[src/hw/rtl/assert_macros.svh]
// Assertion macros for the array scan engine controller.
// Include guard keeps repeated inclusion harmless.
`ifndef ASSERT_MACROS_SVH
`define ASSERT_MACROS_SVH

// Implication checked on every clock edge outside reset.
`define ASSERT_IMPL(lbl, clk, rstn, ante, cons) \
  lbl: assert property (@(posedge clk) disable iff (!rstn) (ante) |-> (cons)) \
    else $error("assertion failed");

// Implication checked in the cycle after the antecedent.
`define ASSERT_NEXT(lbl, clk, rstn, ante, cons) \
  lbl: assert property (@(posedge clk) disable iff (!rstn) (ante) |=> (cons)) \
    else $error("assertion failed");

`endif

[src/hw/rtl/aoe_pkg.sv]
// Package for the array scan engine: payload structs, codes, controller types.
// No dependencies.
`timescale 1ns / 1ps
package aoe_pkg;
  localparam int unsigned Depth = 128;
  localparam int unsigned IdxW = $clog2(Depth);
  localparam int unsigned CntW = $clog2(Depth + 1);

  typedef enum logic [2:0] {
    FUNC_WRITE = 3'd0, FUNC_READ = 3'd1, FUNC_ODD = 3'd2, FUNC_MIN = 3'd3,
    FUNC_REV = 3'd4, FUNC_REPL = 3'd5, FUNC_PRIME = 3'd6, FUNC_NONE = 3'd7
  } func_e;

  typedef enum logic [1:0] {
    STAT_OK = 2'd0, STAT_EMPTY = 2'd1, STAT_RANGE = 2'd2, STAT_RSVD = 2'd3
  } status_e;

  localparam logic [0:0] RegLength = 1'b0;

  typedef struct packed {
    logic [2:0]         func;
    logic [6:0]         element_index;
    logic signed [31:0] match_value;
    logic signed [31:0] new_value;
  } req_t;

  typedef struct packed {
    logic signed [31:0] result_value;
    logic               found;
    logic [1:0]         status;
  } rsp_t;

  typedef enum logic [3:0] {
    ST_IDLE, ST_RD, ST_RDW, ST_SCAN, ST_SCANW, ST_REVA, ST_REVB, ST_REVW,
    ST_REVX, ST_PDIV, ST_DONE
  } state_e;

  // Commands from the controller to the datapath.
  typedef struct packed {
    logic            mem_we;
    logic [IdxW-1:0] mem_addr;
    logic [31:0]     mem_wdata;
    logic            load_a;     // capture read data into the A register
    logic            load_b;     // capture read data into the B register
    logic            acc_clear;
    logic            acc_step;   // fold read data into the accumulator
    logic            div_start;
    logic            div_step;
  } cmd_t;

  // Status from the datapath to the controller.
  typedef struct packed {
    logic [31:0] rdata;
    logic [31:0] reg_a;
    logic [31:0] reg_b;
    logic [31:0] acc;
    logic        div_done;   // trial division finished
    logic        is_prime;
  } stat_t;
endpackage

[src/hw/rtl/aoe_ram.sv]
// Generic single-port RAM with registered read.
// No dependencies.
`timescale 1ns / 1ps
module aoe_ram #(
  parameter int unsigned Width = 32,
  parameter int unsigned Depth = 128
) (
  input  logic                     clk_i,
  input  logic                     we_i,
  input  logic [$clog2(Depth)-1:0] addr_i,
  input  logic [Width-1:0]         wdata_i,
  output logic [Width-1:0]         rdata_o
);
  logic [Width-1:0] mem_q [Depth];

  always_ff @(posedge clk_i) begin
    if (we_i) begin
      mem_q[addr_i] <= wdata_i;
    end
    rdata_o <= mem_q[addr_i];
  end
endmodule

[src/hw/rtl/aoe_datapath.sv]
// Datapath: element RAM, scan accumulator, operand registers, trial divider.
// Depends on aoe_pkg and aoe_ram.
`timescale 1ns / 1ps
module aoe_datapath (
  input  logic           clk_i,
  input  logic           rst_ni,
  input  logic [2:0]     func_i,
  input  aoe_pkg::cmd_t  cmd_i,
  output aoe_pkg::stat_t stat_o
);
  logic [31:0] rdata;
  logic [31:0] a_q, b_q, acc_q;
  logic [31:0] rem_q, div_q;
  logic [31:0] sq_q;        // div_q squared, kept incrementally
  logic [5:0]  bit_q;
  logic        div_busy_q, done_q, prime_q;
  logic [32:0] trial;

  aoe_ram #(.Width(32), .Depth(aoe_pkg::Depth)) u_ram (
    .clk_i  (clk_i),
    .we_i   (cmd_i.mem_we),
    .addr_i (cmd_i.mem_addr),
    .wdata_i(cmd_i.mem_wdata),
    .rdata_o(rdata)
  );

  always_ff @(posedge clk_i) begin
    if (cmd_i.load_a) a_q <= rdata;
    if (cmd_i.load_b) b_q <= rdata;
    if (cmd_i.acc_clear) begin
      // The first element seeds the accumulator for both scans.
      acc_q <= (func_i == aoe_pkg::FUNC_MIN) ? rdata : {31'd0, rdata[0]};
    end else if (cmd_i.acc_step) begin
      if (func_i == aoe_pkg::FUNC_MIN) begin
        if ($signed(rdata) < $signed(acc_q)) acc_q <= rdata;
      end else begin
        acc_q <= acc_q + {31'd0, rdata[0]};
      end
    end
  end

  // Restoring divider: one quotient bit per cycle, value in a_q, divisor div_q.
  assign trial = {rem_q, a_q[5'd31 - bit_q[4:0]]};

  always_ff @(posedge clk_i or negedge rst_ni) begin
    if (!rst_ni) begin
      div_busy_q <= 1'b0;
      done_q     <= 1'b0;
      prime_q    <= 1'b0;
      rem_q      <= '0;
      div_q      <= '0;
      sq_q       <= '0;
      bit_q      <= '0;
    end else begin
      done_q <= 1'b0;
      if (cmd_i.div_start) begin
        div_q      <= 32'd2;
        sq_q       <= 32'd4;
        rem_q      <= '0;
        bit_q      <= '0;
        div_busy_q <= !(a_q[31] || a_q < 32'd4);
        done_q     <= a_q[31] || a_q < 32'd4;
        prime_q    <= !a_q[31] && a_q >= 32'd2;
      end else if (div_busy_q && cmd_i.div_step) begin
        rem_q <= (trial[32:0] >= {1'b0, div_q}) ? trial[31:0] - div_q : trial[31:0];
        bit_q <= bit_q + 6'd1;
        if (bit_q == 6'd31) begin
          if (((trial[32:0] >= {1'b0, div_q}) ? trial[31:0] - div_q : trial[31:0]) == 0) begin
            div_busy_q <= 1'b0;
            done_q     <= 1'b1;
            prime_q    <= 1'b0;
          end else begin
            // Next divisor: (d+1)^2 = d^2 + 2d + 1; stop when beyond value.
            bit_q <= '0;
            rem_q <= '0;
            div_q <= div_q + 32'd1;
            if ({1'b0, sq_q} + {div_q, 1'b0} + 33'd1 > {1'b0, a_q}) begin
              div_busy_q <= 1'b0;
              done_q     <= 1'b1;
              prime_q    <= 1'b1;
            end
            sq_q <= sq_q + {div_q[30:0], 1'b0} + 32'd1;
          end
        end
      end
    end
  end

  assign stat_o.rdata    = rdata;
  assign stat_o.reg_a    = a_q;
  assign stat_o.reg_b    = b_q;
  assign stat_o.acc      = acc_q;
  assign stat_o.div_done = done_q;
  assign stat_o.is_prime = prime_q;
endmodule

[config.mk]
export PLATFORM = sky130hd
export DESIGN_NAME = aoe_datapath
export DESIGN_NICKNAME = d
export VERILOG_FILES = /design/src/hw/rtl/assert_macros.svh /design/src/hw/rtl/aoe_pkg.sv /design/src/hw/rtl/aoe_ram.sv /design/src/hw/rtl/aoe_datapath.sv
export SDC_FILE = /design/constraint.sdc
export NUM_CORES = 2
export LEC_CHECK = 0
export ABC_AREA = 1
export BUFFER_PORTS_ARGS = -buffer_cell sky130_fd_sc_hd__buf_2
export CAP_MARGIN = 10
export CORE_AREA = 2 2 862 435
export CTS_BUF_LIST = sky130_fd_sc_hd__clkbuf_4 sky130_fd_sc_hd__clkbuf_8
export DETAILED_ROUTE_END_ITERATION = 6
export DIE_AREA = 0 0 864 437
export PLACE_DENSITY_LB_ADDON = 0.2
export SETUP_SLACK_MARGIN = 0.02
export SYNTH_ARGS = -nofsm -noshare
export SYNTH_HDL_FRONTEND = slang
export SYNTH_SLANG_ARGS = --single-unit
[constraint.sdc]
create_clock -name clk_i -period 4.9 [get_ports clk_i]
set_input_delay 0 -clock clk_i [delete_from_list [all_inputs] [get_ports clk_i]]
set_output_delay 0 -clock clk_i [all_outputs]
set_load 0.005 [all_outputs]
* Yosys cells after proc, flatten, opt, wreduce, memory -nomap -nowiden *
Memory sizes are Yosys's and may differ from the RTL's. A register that Yosys moved wholly into a read port is not among the register bits.
Cells that the tools add are included.

word-level totals
  bits in registers = 201
  bits in latches = 0
  RAM bits = 4096
  bits in read-only memories = 0
  output and inout port bits = 130
  memories = 1

operators by class
  add/sub/neg operators = 9
  multiply operators = 0
  divide/modulo/power cells = 0
  magnitude comparators = 6
  eq/ne operators = 4
  shift operators = 0
  mux-type cells = 41
  bitwise logic cells = 0
  reductions and logical operators = 13

memory list
  name         words  bits a word  read ports  clocked after Yosys merged registers in  wr ports  line           text
  u_ram.mem_q  128    32           1           1                                        1         aoe_ram.sv:14  logic [Width-1:0] mem_q [Depth];

operators by type and width
  operator                                                                        number
  32-bit 2-to-1 mux                                                               18
  32-bit by 1-bit adder with 32-bit output (second input constant)                2
  32-bit by 33-bit adder with 33-bit output                                       1
  33-bit by 1-bit adder with 33-bit output (second input constant)                1
  33-bit by 32-bit >= comparator with 1-bit output                                1
  33-bit by 32-bit greater-than comparator with 1-bit output                      1
  32-bit by 1-bit adder with 32-bit output                                        1
  32-bit adder                                                                    1
  32-bit by 2-bit >= comparator with 1-bit output (second input constant)         1
  32-bit zero test                                                                1
  32-bit by 3-bit less-than comparator with 1-bit output (second input constant)  1
  32-bit less-than comparator                                                     1
  32-bit subtractor                                                               1
  6-bit 2-to-1 mux                                                                4
  1-bit 2-to-1 mux                                                                18
  6-bit by 1-bit adder with 6-bit output (second input constant)                  1
  6-bit by 5-bit == test with 1-bit output (second input constant)                1
  5-bit by 6-bit less-than comparator with 1-bit output (second input constant)   1
  3-bit AND reduction                                                             2
  2-bit nonzero test                                                              3
  1-bit binary-select mux with 5-bit select                                       1
  5-bit subtractor (first input constant)                                         1
  3-bit by 2-bit == test with 1-bit output (second input constant)                1
  3-bit by 2-bit != test with 1-bit output (second input constant)                1
  other kinds (6)                                                                 8

* Depth between registers and ports, before layout *
  depth in word-level cells = 10
  gate-level depth with buffers = 33

* Cells and area by module *
Synthesis repeated with hierarchy kept, for this count alone.

second synthesis, totals
  cells, all modules = 19253
  area total of the unflattened synthesis = 189315.3 um^2

modules (own cells, without submodules)
  module        times used  cells each  area an instance (um^2)
  aoe_ram       1           17055       173672.8
  aoe_datapath  1           2198        15642.5

* Least setup slack after synthesis *
No wires, ideal clock.

  kind = input port to flip-flop
  from = in cmd_i[41] in the netlist's numbering
  to = mem u_ram.mem_q[78][0] (enable)
  library setup time = 0.505 ns
  data arrival time = 4.006 ns
  data required time = 4.395 ns
  setup slack = 0.389 ns
  stages on the path = 5
  path buffers = 1
  cell sequence = inv_1 -> nor2_1 -> clkbuf_1 -> nand3_1 -> nor4_1

RTL lines
  item             line               text
  start, declared  aoe_datapath.sv:8  input aoe_pkg::cmd_t cmd_i,
  end, declared    aoe_ram.sv:14

Straight into the memory's write port.

* Worst setup path in the final report *
  from = reg div_q[8]
  to = reg prime_q

on the way
  longest elaborated chain between the ends = 7
  elaborated cells on any way between the ends = 13
  those cells by class = add/sub: 3; order compare: 2; mux: 5; reduce/logical: 3

RTL lines
  item                                                                               line                text
  start, declared                                                                    aoe_datapath.sv:13  logic [31:0] rem_q, div_q;
  start signal, assigned                                                             aoe_datapath.sv:76  div_q <= div_q + 32'd1;
  branches (longest 7 deep; another with 32-bit by 33-bit adder with 33-bit output)  n/a
  end signal, assigned                                                               aoe_datapath.sv:63  prime_q <= !a_q[31] && a_q >= 32'd2;
  end signal, assigned                                                               aoe_datapath.sv:71  prime_q <= 1'b0;
  end signal, assigned                                                               aoe_datapath.sv:80  prime_q <= 1'b1;
  end, declared                                                                      aoe_datapath.sv:16  logic div_busy_q, done_q, prime_q;

Several ways; the timed one is not identified. The select of a mux whose other input is x is not followed.
A chain may end at the register's enable or synchronous reset.

==> impl_metrics.toml <==
[placement]
numPortBuffers = 180
placed_cell_area_um2 = 178000
post-dp-hpwl_um = 389000
gp_congestion = 0.946

[yosys]
synth-edff-count = 4192
yosysWarnings = 0
netlist_area_um2 = 166000
synthesis.nets = 11300
ys_ff_latch = 4329
avgSynthCellArea_um2 = 14.9
synth_ff_type = "edfxtp_1"
synthArstFlopShare = 0.0243
ys_seq_area_frac = 0.778
yosysUniqueCellTypes = 56
syn_inst = 11100

[global_route]
grt_remaining_overflow = 0
grt_usage = 0.319
grt_pass1_vias = 101000
antenna_found_initial = 54
grt_pass1_wl_um = 840000
grt_start_max_net_pins = 129

[finish]
area_delta_synth_final_pct = 15.0
fin_area_um2 = 191000
drive_gt1_frac = 0.161
layout.nets = 12300

[power_and_ir_drop]
p_clk_frac = 0.355
p_leak_nw = 64.8
irDropWorstVdd_mv = 0.336
p_int_mw = 56.8
power.density_nw_per_um2 = 407
netSwitchingPower_mw = 20.8
switching_share = 0.268
p_seq_frac = 0.533
total_power_mw = 77.6
comb_power_share = 0.112

[clocking]
path_clk_slew_ns = 0.07
cts_tree = "built"
clkSinkCount = 4329
htreeDepth = 6
cts_buffer_depth = 4
clock_tree.root_cell = "clkbuf_8"
insertion_delay_ns = 1.17
cts_made_buffers = 598

[timing]
fmax_mhz = 210
setup-violations-final = 0
hold_viol_final = 0
tightest_slew_ns = 1.35
rsz0062_at_grt = "true"
fin_skew_ns = 0.0780
final-max-slew-violation-count = 0
min_period_ns = 4.75
relSlewSlack = 0.0975
final.setup.tns_ns = 0
period_share = 0.970
hold-worst-slack_ns = 0.0930

[routing]
dr.pass1.iters = 7
totalWireLength_um = 619000
wl_per_cell_um = 35.3
via_count = 110000
postRouteAntennaNets = 0
drtIter0Drc = 19400
via_per_inst = 6.24
drc = 5

[floorplanning]
placementRows = 158
coreArea_um2 = 369000
io_pins = 181
die_h_um = 437
die_area_um2 = 378000
start_util = 0.449
die_w_um = 864

[flow_run]
drv_cap = 0

[status]
violations = "design-rule violations"
status = "complete, but fails checks"

[worst_setup_path]
critical_path_class = "flop to flop"
cp_max_fo = 6
critPathTopFamily = "simple AND/OR/NAND/NOR gates"
cpMostUsedCell = "nand2_1"
worst_setup_path_end_kind = "flop"
required_ns = 5.94
crit_slowest_cell = "dfrtp_1"
path_cells = "ha_1, nand2_1, nor2_1, nor2_1, o21ai_0, nand2_1, o211ai_1, buf_4, nand2_1, o211ai_1, nand2_1, nand2_1, xor2_1, ha_1, nand3_1, buf_4, nor4_2, nand4_1, a21boi_0, buf_4, nor2_1, nand3_1, nand3_1, nand2_1"
critPathBufInv = 3
start_kind = "flop"
critPathArrivalTime_ns = 5.79
cpPeakStageDelay_ns = 0.49

[worst_hold_path]
min_path_type = "input pin to flop"
## per-layer routing
metal | routed length (um) | global-route usage | vias up | part of all wire
li1 | - | - | 44800 | -
met3 | 111000 | 0.159 | 868 | 0.18
met5 | 488 | 0.00542 | - | 0.00079
met1 | 264000 | 0.496 | 55700 | 0.43
met4 | 13900 | 0.0690 | 30 | 0.022
met2 | 230000 | 0.391 | 8178 | 0.37
## cells in the final DEF, fill, tap and decap left out, types with 104 or more instances in the layout
master    Yosys  routed
inv_1       439     435
nand2_1    2418    2408
a221oi_1    468     468
edfxtp_1   4192    4192
o21ai_0     129     127
buf_12        0     104
nand3_1     253     248
buf_2        34     147
clkbuf_4      0     221
nor2_4        1     133
a22oi_1     625     625
nand4_1     506     506
ha_1        131     129
clkinv_1     11     123
buf_4         4     624
dfrtp_1     105     105
a21oi_1     168     165
clkbuf_8      0     614
a22o_1      370     370
nor2_1      351     214
## final timing paths
check / from / endpoint / slack (ns) / cells after the start
worst max-delay path: div_q[8] / prime_q / 0.15 / 24
worst min-delay path: cmd_i[17] / u_ram.mem_q[32][11] / 0.09 / 2
worst max register to register: div_q[8] / prime_q / 0.15 / 24
worst min register to register: sq_q[3] / sq_q[3] / 0.52 / 2
max in group asynchronous: rst_ni / rem_q[8] / 4.01 / 4
min in group asynchronous: rst_ni / sq_q[29] / 0.15 / 4
## sequential cells by signal, summed over array words and instances (netlist names)
register and flops:
div_busy_q 1, rem_q 32, u_ram.mem_q 4096, acc_q 32
u_ram.rdata_o 32, b_q 32, done_q 1, sq_q 32
div_q 32, prime_q 1, bit_q 6, a_q 32
## power by group through the flow
| stage | Clock [mW] | Combinational [mW] | Sequential (mW) |
|---|---|---|---|
| final | 27.6 | 8.70 | 41.3 |
| after floorplan | 0 | 3.88 | 41.9 |
| after CTS | 27.7 | 8.35 | 41.3 |
| after detailed placement | 0 | 8.20 | 42.1 |
| after global routing | 29.3 | 9.22 | 41.3 |
| after global placement | 0 | 8.25 | 42.1 |
## logic make-up after synthesis
group           share of synthesized area
buf+inv                            0.0238
simple gates                       0.0937
xor+xnor                          0.00449
fa+ha+maj                          0.0101
compound gates                     0.0895
flops                               0.778
## synthesized netlist by cell type, drive strengths merged (12+ instances only)
master | number | area share
nand3 | 254 | 0.0077
dfxtp | 32 | 0.0039
and3 | 14 | 0.00053
nor3 | 50 | 0.0015
a21oi | 168 | 0.0051
a21o | 14 | 0.00063
a22oi | 625 | 0.028
edfxtp | 4192 | 0.76
buf | 127 | 0.0036
a22o | 370 | 0.020
a41oi | 13 | 0.00069
a221oi | 468 | 0.025
xor2 | 73 | 0.0039
nor2 | 355 | 0.0081
o2bb2ai | 35 | 0.0018
inv | 449 | 0.010
nand2 | 2426 | 0.055
dfrtp | 105 | 0.016
a31oi | 18 | 0.00068
nand4 | 506 | 0.019
ha | 131 | 0.0099
o21ai | 170 | 0.0058
nor4 | 21 | 0.00079
xnor2 | 12 | 0.00063
clkbuf | 430 | 0.0097
## metrics by stage
step | std cells | utilization | setup WS [ns]
2_1_floorplan | 11100 | - | 0.389
3_3_place_gp | 16400 | 0.483 | 0.217
3_5_place_dp | 16400 | 0.483 | 0.253
4_1_cts | 17500 | 0.516 | 0.215
5_1_grt | 17500 | 0.517 | 0.00863
6_report | 17600 | 0.517 | 0.147
## final cells by class
type                            count  area [um^2]
Sequential cell                  4329       129000
Clock inverter                    192         1050
Clock buffer                      835        10100
Tap cell                         4960         6210
Fill cell                       30600       178000
Timing Repair Buffer              968         8520
Multi-Input combinational cell   5792        34000
Inverter                          460         1770
Antenna cell                       16         40.0
## what timing repair did
action	4_1_cts	5_1_grt
gates resized for setup	0	20
setup buffers	0	0
setup endpoints to repair	0	102
hold buffers	101	0
hold endpoints to repair	4605	0
(Power assumes the default switching activity.)
