<file path="src/hw/rtl/assert_macros.svh">
// Assertion macros for the array scan engine controller.
// Include guard keeps repeated inclusion harmless.
`ifndef ASSERT_MACROS_SVH
`define ASSERT_MACROS_SVH

// Implication checked on every clock edge outside reset.
`define ASSERT_IMPL(lbl, clk, rstn, ante, cons) \
  lbl: assert property (@(posedge clk) disable iff (!rstn) (ante) |-> (cons)) \
    else $error("assertion failed");

// Implication checked in the cycle after the antecedent.
`define ASSERT_NEXT(lbl, clk, rstn, ante, cons) \
  lbl: assert property (@(posedge clk) disable iff (!rstn) (ante) |=> (cons)) \
    else $error("assertion failed");

`endif

</file>
<file path="src/hw/rtl/aoe_pkg.sv">
// Package for the array scan engine: payload structs, codes, controller types.
// No dependencies.
`timescale 1ns / 1ps
package aoe_pkg;
  localparam int unsigned Depth = 128;
  localparam int unsigned IdxW = $clog2(Depth);
  localparam int unsigned CntW = $clog2(Depth + 1);

  typedef enum logic [2:0] {
    FUNC_WRITE = 3'd0, FUNC_READ = 3'd1, FUNC_ODD = 3'd2, FUNC_MIN = 3'd3,
    FUNC_REV = 3'd4, FUNC_REPL = 3'd5, FUNC_PRIME = 3'd6, FUNC_NONE = 3'd7
  } func_e;

  typedef enum logic [1:0] {
    STAT_OK = 2'd0, STAT_EMPTY = 2'd1, STAT_RANGE = 2'd2, STAT_RSVD = 2'd3
  } status_e;

  localparam logic [0:0] RegLength = 1'b0;

  typedef struct packed {
    logic [2:0]         func;
    logic [6:0]         element_index;
    logic signed [31:0] match_value;
    logic signed [31:0] new_value;
  } req_t;

  typedef struct packed {
    logic signed [31:0] result_value;
    logic               found;
    logic [1:0]         status;
  } rsp_t;

  typedef enum logic [3:0] {
    ST_IDLE, ST_RD, ST_RDW, ST_SCAN, ST_SCANW, ST_REVA, ST_REVB, ST_REVW,
    ST_REVX, ST_PDIV, ST_DONE
  } state_e;

  // Commands from the controller to the datapath.
  typedef struct packed {
    logic            mem_we;
    logic [IdxW-1:0] mem_addr;
    logic [31:0]     mem_wdata;
    logic            load_a;     // capture read data into the A register
    logic            load_b;     // capture read data into the B register
    logic            acc_clear;
    logic            acc_step;   // fold read data into the accumulator
    logic            div_start;
    logic            div_step;
  } cmd_t;

  // Status from the datapath to the controller.
  typedef struct packed {
    logic [31:0] rdata;
    logic [31:0] reg_a;
    logic [31:0] reg_b;
    logic [31:0] acc;
    logic        div_done;   // trial division finished
    logic        is_prime;
  } stat_t;
endpackage

</file>
<file path="src/hw/rtl/aoe_ctrl.sv">
// Controller state machine: sequences reads, writes and the divider.
// Depends on aoe_pkg and assert_macros.svh.
`timescale 1ns / 1ps
`include "assert_macros.svh"
module aoe_ctrl (
  input  logic                    clk_i,
  input  logic                    rst_ni,
  input  logic                    start_i,
  input  aoe_pkg::req_t           req_i,
  input  logic [aoe_pkg::CntW-1:0] len_i,
  input  aoe_pkg::stat_t          stat_i,
  output aoe_pkg::cmd_t           cmd_o,
  output logic                    busy_o,
  output logic                    done_o,
  output aoe_pkg::rsp_t           rsp_o
);
  localparam int unsigned IW = aoe_pkg::IdxW;
  localparam int unsigned CW = aoe_pkg::CntW;

  aoe_pkg::state_e state_q, state_d;
  aoe_pkg::req_t   req_q;
  logic [CW-1:0]   i_q, i_d;
  logic [CW-1:0]   n;
  aoe_pkg::rsp_t   rsp_q, rsp_d;
  logic            done_q, done_d;
  logic [CW-1:0]   j;

  assign n = len_i;
  assign j = n - CW'(1) - i_q;

  always_ff @(posedge clk_i or negedge rst_ni) begin
    if (!rst_ni) begin
      state_q <= aoe_pkg::ST_IDLE;
      done_q  <= 1'b0;
      i_q     <= '0;
    end else begin
      state_q <= state_d;
      done_q  <= done_d;
      i_q     <= i_d;
    end
  end

  always_ff @(posedge clk_i) begin
    if (start_i && state_q == aoe_pkg::ST_IDLE) req_q <= req_i;
    rsp_q <= rsp_d;
  end

  // Next state.
  always_comb begin
    state_d = state_q;
    i_d     = i_q;
    unique case (state_q)
      aoe_pkg::ST_IDLE: begin
        i_d = '0;
        if (start_i) begin
          if (req_i.func == aoe_pkg::FUNC_NONE || n == 0 ||
              (req_i.func == aoe_pkg::FUNC_WRITE && {1'b0, req_i.element_index} >= n) ||
              (req_i.func == aoe_pkg::FUNC_READ && {1'b0, req_i.element_index} >= n) ||
              req_i.func == aoe_pkg::FUNC_WRITE) begin
            state_d = aoe_pkg::ST_DONE;
          end else if (req_i.func == aoe_pkg::FUNC_READ) begin
            state_d = aoe_pkg::ST_RD;
          end else if (req_i.func == aoe_pkg::FUNC_REV) begin
            state_d = (n < 2) ? aoe_pkg::ST_DONE : aoe_pkg::ST_REVA;
          end else begin
            state_d = aoe_pkg::ST_SCAN;
          end
        end
      end
      aoe_pkg::ST_RD:  state_d = aoe_pkg::ST_RDW;
      aoe_pkg::ST_RDW: state_d = aoe_pkg::ST_DONE;
      aoe_pkg::ST_SCAN: state_d = aoe_pkg::ST_SCANW;
      aoe_pkg::ST_SCANW: begin
        // Read data for element i_q is present now.
        if (req_q.func == aoe_pkg::FUNC_PRIME) begin
          state_d = aoe_pkg::ST_PDIV;
        end else begin
          i_d     = i_q + CW'(1);
          state_d = (i_q + 1 >= n) ? aoe_pkg::ST_DONE : aoe_pkg::ST_SCAN;
        end
      end
      aoe_pkg::ST_PDIV: begin
        if (stat_i.div_done) begin
          if (stat_i.is_prime) begin
            state_d = aoe_pkg::ST_DONE;
          end else begin
            i_d     = i_q + CW'(1);
            state_d = (i_q + 1 >= n) ? aoe_pkg::ST_DONE : aoe_pkg::ST_SCAN;
          end
        end
      end
      aoe_pkg::ST_REVA: state_d = aoe_pkg::ST_REVB;
      aoe_pkg::ST_REVB: state_d = aoe_pkg::ST_REVW;
      aoe_pkg::ST_REVW: state_d = aoe_pkg::ST_REVX;
      aoe_pkg::ST_REVX: begin
        i_d     = i_q + CW'(1);
        state_d = (i_q + 1 >= (n >> 1)) ? aoe_pkg::ST_DONE : aoe_pkg::ST_REVA;
      end
      aoe_pkg::ST_DONE: state_d = aoe_pkg::ST_IDLE;
      default: state_d = aoe_pkg::ST_IDLE;
    endcase
  end

  // Outputs and commands.
  always_comb begin
    cmd_o  = '0;
    rsp_d  = rsp_q;
    done_d = 1'b0;
    unique case (state_q)
      aoe_pkg::ST_IDLE: begin
        rsp_d = '0;
        if (start_i) begin
          if (req_i.func == aoe_pkg::FUNC_NONE) begin
            rsp_d.status = aoe_pkg::STAT_OK;
          end else if (n == 0) begin
            rsp_d.status = aoe_pkg::STAT_EMPTY;
          end else if ((req_i.func == aoe_pkg::FUNC_WRITE ||
                        req_i.func == aoe_pkg::FUNC_READ) &&
                       {1'b0, req_i.element_index} >= n) begin
            rsp_d.status = aoe_pkg::STAT_RANGE;
          end else begin
            rsp_d.found = 1'b1;
            if (req_i.func == aoe_pkg::FUNC_WRITE) begin
              cmd_o.mem_we    = 1'b1;
              cmd_o.mem_addr  = req_i.element_index[IW-1:0];
              cmd_o.mem_wdata = req_i.match_value;
            end else if (req_i.func == aoe_pkg::FUNC_PRIME) begin
              rsp_d.found        = 1'b0;
              rsp_d.result_value = -32'sd1;
            end
          end
        end
      end
      aoe_pkg::ST_RD: cmd_o.mem_addr = req_q.element_index[IW-1:0];
      aoe_pkg::ST_RDW: rsp_d.result_value = stat_i.rdata;
      aoe_pkg::ST_SCAN: cmd_o.mem_addr = i_q[IW-1:0];
      aoe_pkg::ST_SCANW: begin
        cmd_o.mem_addr = i_q[IW-1:0];
        unique case (req_q.func)
          aoe_pkg::FUNC_ODD, aoe_pkg::FUNC_MIN: begin
            cmd_o.acc_clear = (i_q == 0);
            cmd_o.acc_step  = (i_q != 0);
          end
          aoe_pkg::FUNC_REPL: begin
            if (stat_i.rdata == req_q.match_value) begin
              cmd_o.mem_we    = 1'b1;
              cmd_o.mem_wdata = req_q.new_value;
            end
          end
          aoe_pkg::FUNC_PRIME: cmd_o.load_a = 1'b1;
          default: ;
        endcase
      end
      aoe_pkg::ST_PDIV: begin
        cmd_o.div_start = !stat_i.div_done && state_q != state_d ? 1'b0 : 1'b0;
        cmd_o.div_step  = 1'b1;
        if (stat_i.div_done && stat_i.is_prime) begin
          rsp_d.found        = 1'b1;
          rsp_d.result_value = {{(32-CW){1'b0}}, i_q};
        end
      end
      aoe_pkg::ST_REVA: cmd_o.mem_addr = i_q[IW-1:0];
      aoe_pkg::ST_REVB: begin
        cmd_o.mem_addr = j[IW-1:0];
        cmd_o.load_a   = 1'b1;
      end
      aoe_pkg::ST_REVW: begin
        cmd_o.load_b    = 1'b1;
        cmd_o.mem_we    = 1'b1;
        cmd_o.mem_addr  = j[IW-1:0];
        cmd_o.mem_wdata = stat_i.reg_a;
      end
      aoe_pkg::ST_REVX: begin
        cmd_o.mem_we    = 1'b1;
        cmd_o.mem_addr  = i_q[IW-1:0];
        cmd_o.mem_wdata = stat_i.reg_b;
      end
      aoe_pkg::ST_DONE: begin
        done_d = 1'b1;
        if (req_q.func == aoe_pkg::FUNC_ODD || req_q.func == aoe_pkg::FUNC_MIN) begin
          if (rsp_q.found) rsp_d.result_value = stat_i.acc;
        end
      end
      default: ;
    endcase
    // Divider launches the cycle after the candidate is captured.
    if (state_q == aoe_pkg::ST_SCANW && req_q.func == aoe_pkg::FUNC_PRIME) begin
      cmd_o.div_start = 1'b0;
    end
  end

  assign busy_o = (state_q != aoe_pkg::ST_IDLE);
  assign done_o = done_q;
  assign rsp_o  = rsp_q;

  `ASSERT_NEXT(a_start_busy, clk_i, rst_ni, start_i && !busy_o, busy_o)
  `ASSERT_IMPL(a_done_idle, clk_i, rst_ni, done_o, state_q == aoe_pkg::ST_IDLE)
  `ASSERT_IMPL(a_rev_bound, clk_i, rst_ni, state_q == aoe_pkg::ST_REVX, i_q < n)
endmodule

</file>
<file path="config.mk">
export PLATFORM = sky130hd
export DESIGN_NAME = aoe_ctrl
export DESIGN_NICKNAME = d
export VERILOG_FILES = /design/src/hw/rtl/aoe_pkg.sv /design/src/hw/rtl/aoe_ctrl.sv
export VERILOG_INCLUDE_DIRS = /design/src /design/src/hw/rtl
export SDC_FILE = /design/constraint.sdc
export NUM_CORES = 1
export LEC_CHECK = 0
export BUFFER_PORTS_ARGS = -buffer_cell sky130_fd_sc_hd__buf_2
export CAP_MARGIN = 20
export CORE_MARGIN = 1
export CORE_UTILIZATION = 30
export DETAILED_ROUTE_END_ITERATION = 7
export GPL_TIMING_DRIVEN = 0
export MAX_ROUTING_LAYER = met4
export PLACE_DENSITY = 0.52
export SLEW_MARGIN = 5
export SYNTH_ARGS = -nofsm -noshare
export SYNTH_HDL_FRONTEND = slang
export SYNTH_SLANG_ARGS = --single-unit
</file>
<file path="constraint.sdc">
create_clock -name clk_i -period 8.01 [get_ports clk_i]
set_clock_uncertainty 0.1 [all_clocks]
set_input_delay 1.602 -clock clk_i [delete_from_list [all_inputs] [get_ports clk_i]]
set_output_delay 1.602 -clock clk_i [all_outputs]
set_load 0.1 [all_outputs]
</file>
=== After elaboration in Yosys (flattened, before gate mapping) ===
Cells that the tools add are included.

* Flip-flop bits (word level): 122
* Input port bits: 215
* Output and inout port bits: 83
* Word-level logic and storage cells: 126

* Add/subtract/negate cells: 4
* Order comparisons: 4
* Eq/ne operators: 26
* Mux-type cells: 49
* Bitwise logic cells: 1
* Reduce and logical (&&, ||, !) cells: 31

{| class="wikitable"
|+ Operator list
! kind !! number
|-
| $pmux 32 s4 || 2
|-
| $mux 40 || 5
|-
| $mux 33 || 6
|-
| $mux 32 || 4
|-
| $mux 4 || 10
|-
| $pmux 4 s10 || 1
|-
| $mux 35 || 1
|-
| $eq 32x32->1 || 1
|-
| $pmux 8 s4 || 1
|-
| $pmux 7 s4 || 1
|-
| $mux 8 || 3
|-
| $eq 4x3->1 const B || 4
|-
| $logic_not 8->1 || 2
|-
| $eq 3x3->1 const B || 5
|-
| $ne 2x2->1 const B || 7
|-
| $eq 4x4->1 const B || 3
|-
| $reduce_bool 4->1 || 3
|-
| $mux 2 || 5
|-
| $add 8x1->9 const B || 1
|-
| $ge 9x7->1 || 1
|-
| $ge 9x8->1 || 1
|-
| $add 8x1->8 const B || 1
|-
| $eq 4x2->1 const B || 2
|-
| $ge 7x8->1 || 1
|-
| 21 further kinds || 44
|}

=== Depth between registers and ports, before layout ===
* Word-level depth: 8
* Gate-level depth with buffers: 11
* Gate-level depth less buffers: 11

=== Least setup slack after synthesis ===
OpenSTA, ideal clock, no wires.

* Path kind: input to output
* Start point: in len_i[0] in the netlist's numbering
* End point: out cmd_o[44] in the netlist's numbering
* Arrival: 5058 ps
* Required time: 6308 ps
* Setup slack: 1250 ps
* Stages on the path: 9
* Buffers on the path: 0
* Path through: ha_1 > inv_1 > fa_1 > nor2b_1 > o21ai_0 > a21oi_1 > o21ai_0 > and3_1 > o31ai_1

{| class="wikitable"
|+ RTL lines
! item !! line !! RTL
|-
| start, declared || aoe_ctrl.sv:10 || <nowiki>input logic [aoe_pkg::CntW-1:0] len_i,</nowiki>
|-
| end, declared || aoe_ctrl.sv:12 || <nowiki>output aoe_pkg::cmd_t cmd_o,</nowiki>
|}

==> results.py <==
metrics = {
    "run_status": {
        "status": "finished clean",
    },
    "pwr": {
        "vdd_drop_max_mv": 0.2095,
        "power_frac_seq_pct": 26.8,
        "p_total_mw": 3.770,
        "p_sw_mw": 1.961,
        "clockPowerShare_pct": 20.6,
        "intPower_mw": 1.809,
        "powerDensity_nw_per_um2": 397.0,
        "p_comb_share_pct": 52.6,
        "swShare_pct": 52.01,
        "p_leak_nw": 4.220,
    },
    "synthesis": {
        "ys_warn_count": 0,
        "synth-seq-cells": 122,
        "synth_fp_nets": 822,
        "syn_area_um2": 6979,
        "ys.flop_type": "edfxtp_1",
        "synthTopCellsByArea": "edfxtp_1 (47%), a221o_1 (9.2%), ha_1 (5.4%)",
        "synth_edf_count": 109,
        "async_flop_share_pct": 10.66,
        "synth_largest_area_cell": "edfxtp_1",
        "ys_seq_area_share_pct": 51.56,
        "synth_cell_types": 66,
        "postSynthAreaPerCell_um2": 12.12,
        "synth.top_cell.area_share_pct": 46.90,
        "syn_inst": 576,
    },
    "global_routing": {
        "grt_max_degree": 41,
        "antenna_found_initial": 3,
        "grt_pass1_vias": 6161,
        "grt_pass1_wl_mm": 37.44,
        "grtUsageTotal_pct": 22.29,
        "grt_overflow": 0,
    },
    "routing": {
        "drc_errors": 0,
        "drt_iter0_drc": 437,
        "viasPerCell": 5.296,
        "ant_nets": 0,
        "drt-total-wl_mm": 26.47,
        "wl_per_cell_um": 22.17,
        "via_count": 6323,
        "firstDrtPassIters": 4,
    },
    "clocking": {
        "numCtsBuffers": 17,
        "root_buffer": "clkbuf_16",
        "clockBufferDepth": 2,
        "h-tree-depth": 4,
        "post-cts-setup-buffer-count": 0,
        "insertion_delay_ns": 0.42,
        "cts_resized": 0,
        "path_clk_slew_ns": 0.06,
        "cts_hold_buf": 0,
        "cts_sinks": 122,
        "cts_tree": "done",
    },
    "timing": {
        "relSlewSlack_pct": 32.93,
        "min_period_over_period_pct": 78.65,
        "worst-slew-pin-transition_ns": 1.006,
        "drv_slew": 0,
        "tns_ns": 0,
        "fin_crit_ns": 6.300,
        "fin_ws_ns": 1.710,
        "rsz0062_at_grt": "no",
        "finalSetupViolCount": 0,
        "max_freq_mhz": 158.7,
        "hold_viol_final": 0,
    },
    "cells_and_area": {
        "layout-drive-gt1-share_pct": 39.29,
        "finalCoreUtilization_pct": 41.82,
        "area_growth_pct": 36.07,
        "final_nets": 1139,
        "fillers": 2254,
        "final_common_cell": "buf_2",
        "mostFrequentLayoutCells": "buf_2 (302), edfxtp_1 (109), a221o_1 (64)",
        "fin_cells": 1194,
    },
    "floorplan": {
        "die_y_um": 154.5,
        "boundaryPins": 298,
        "die_w_um": 154.5,
        "core_region_area_um2": 22710,
        "die_area_um2": 23880,
        "row_count": 55,
        "start_util_pct": 30.73,
    },
    "hold_path": {
        "hp-class": "reg2reg",
        "hp-start": "i_q[7]",
    },
    "worst_setup_path": {
        "crit_path_end_kind": "output pin",
        "cp_max_fo": 10,
        "worstPathRequired_ns": 6.31,
        "r2r_start": "i_q[0]",
        "worstSetupPathType": "in2out",
        "critPathLaunchType": "primary input",
        "cp.arrival_ns": 4.60,
        "worstSetupStartpoint": "req_i[64]",
    },
    "placement": {
        "gp_congestion": 0.8687,
        "hpwl_mm": 21.17,
        "dp.cells": 1159,
        "place_ws_ns": 1.651,
        "port_buffers": 296,
    },
    "flow_run": {
        "drv_cap": 0,
    },
}
==> metal layers <==
| layer | up-vias | track usage [%] | wire, um |
|---|---|---|---|
| li1 | 2972 | - | - |
| met1 | 3051 | 29.50 | 12160 |
| met2 | 269 | 34.67 | 12460 |
| met3 | 31 | 4.119 | 1352 |
| met4 | 0 | 6.648 | 497 |
| met5 | - | - | 0 |
==> power by group through the flow <==
stage,Combinational [mW],Sequential (mW),Clock (mW)
floorplan,0.915,1.65,0
global placement,1.93,1.04,0
detailed placement,1.98,1.02,0
CTS,1.98,1.01,0.790
global route,2.07,1.03,0.810
finish,1.98,1.01,0.778
==> stage by stage <==
stage                     instance area, um2  hold slack [ns]
after floorplan                         6979           0.4864
after global placement                  8817           0.6637
after detailed placement                8897           0.6760
after CTS                               9489           0.6874
after global routing                    9497           0.7209
final                                   9497           0.6825
==> final timing paths <==
kind | endpoint | slack, ns | cells past startpoint
setup / recovery | cmd_o[44] | 1.71 | 11
hold / removal | i_q[7] | 0.68 | 2
setup reg to reg | state_q[0] | 4.43 | 11
hold reg to reg | i_q[7] | 0.68 | 2
max in group asynchronous | state_q[3] | 6.56 | 1
min in group asynchronous | i_q[5] | 0.99 | 1
==> worst max-delay path, cell delays in order <==
cell and delay (ns):
buf_2 0.12, inv_1 0.05, ha_1 0.28, nand2b_4 0.13
a2111oi_1 0.72, o32ai_2 0.21, nor4_4 0.55, buf_6 0.23
a221oi_2 0.08, o31ai_1 0.12, buf_2 0.50
==> kinds of logic after synthesis <==
kind of cell    Yosys count  share of synthesized area, %
flops                   122                         51.56
compound gates          194                         23.25
fa+ha+maj                31                         5.665
xor+xnor                 42                         5.271
buf+inv                  66                         4.213
simple gates            120                         9.986
other cells               1                       0.05373
==> flip-flops by register name, indices dropped and copies added (netlist names) <==
signal   flops
i_q          8
done_o       1
state_q      4
rsp_o       35
req_q       74
==> area by class of cell <==
| cell class | instances | area [um2] | area share (%) |
|---|---|---|---|
| Sequential cell | 122 | 3598 | 37.89 |
| Multi-Input combinational cell | 388 | 3119 | 32.85 |
| Timing Repair Buffer | 298 | 1529 | 16.10 |
| Clock buffer | 17 | 425.4 | 4.480 |
| Tap cell | 285 | 356.6 | 3.755 |
| Buffer | 43 | 206.4 | 2.174 |
| Clock inverter | 15 | 166.4 | 1.752 |
| Inverter | 23 | 87.58 | 0.9223 |
| Antenna cell | 3 | 7.507 | 0.07905 |
==> cells in the mapped netlist (2+ instances only) <==
master    number
a211o_1        9
a211oi_1       2
a21boi_0       2
a21o_1         4
a21oi_1       15
a221o_1       64
a221oi_1       2
a22o_1        40
a22oi_1        6
a31oi_1        4
a32o_1         4
and2_1         3
and3_1         5
and4_1         2
buf_2          6
buf_4          2
buf_6          4
clkbuf_1      30
dfrtp_1       13
edfxtp_1     109
ha_1          30
inv_1         22
nand2_1       22
nand2b_1       7
nand3_1       10
nand4_1        7
nor2_1        23
nor2b_1        8
nor3_1         4
nor3b_1        4
nor4_1         9
nor4b_1        2
o211ai_1       2
o21ai_0       13
o21ai_1        8
o31ai_1        7
o32ai_1        2
or4_1          2
xnor2_1       13
xor2_1        29
(Power assumes the default switching activity.)
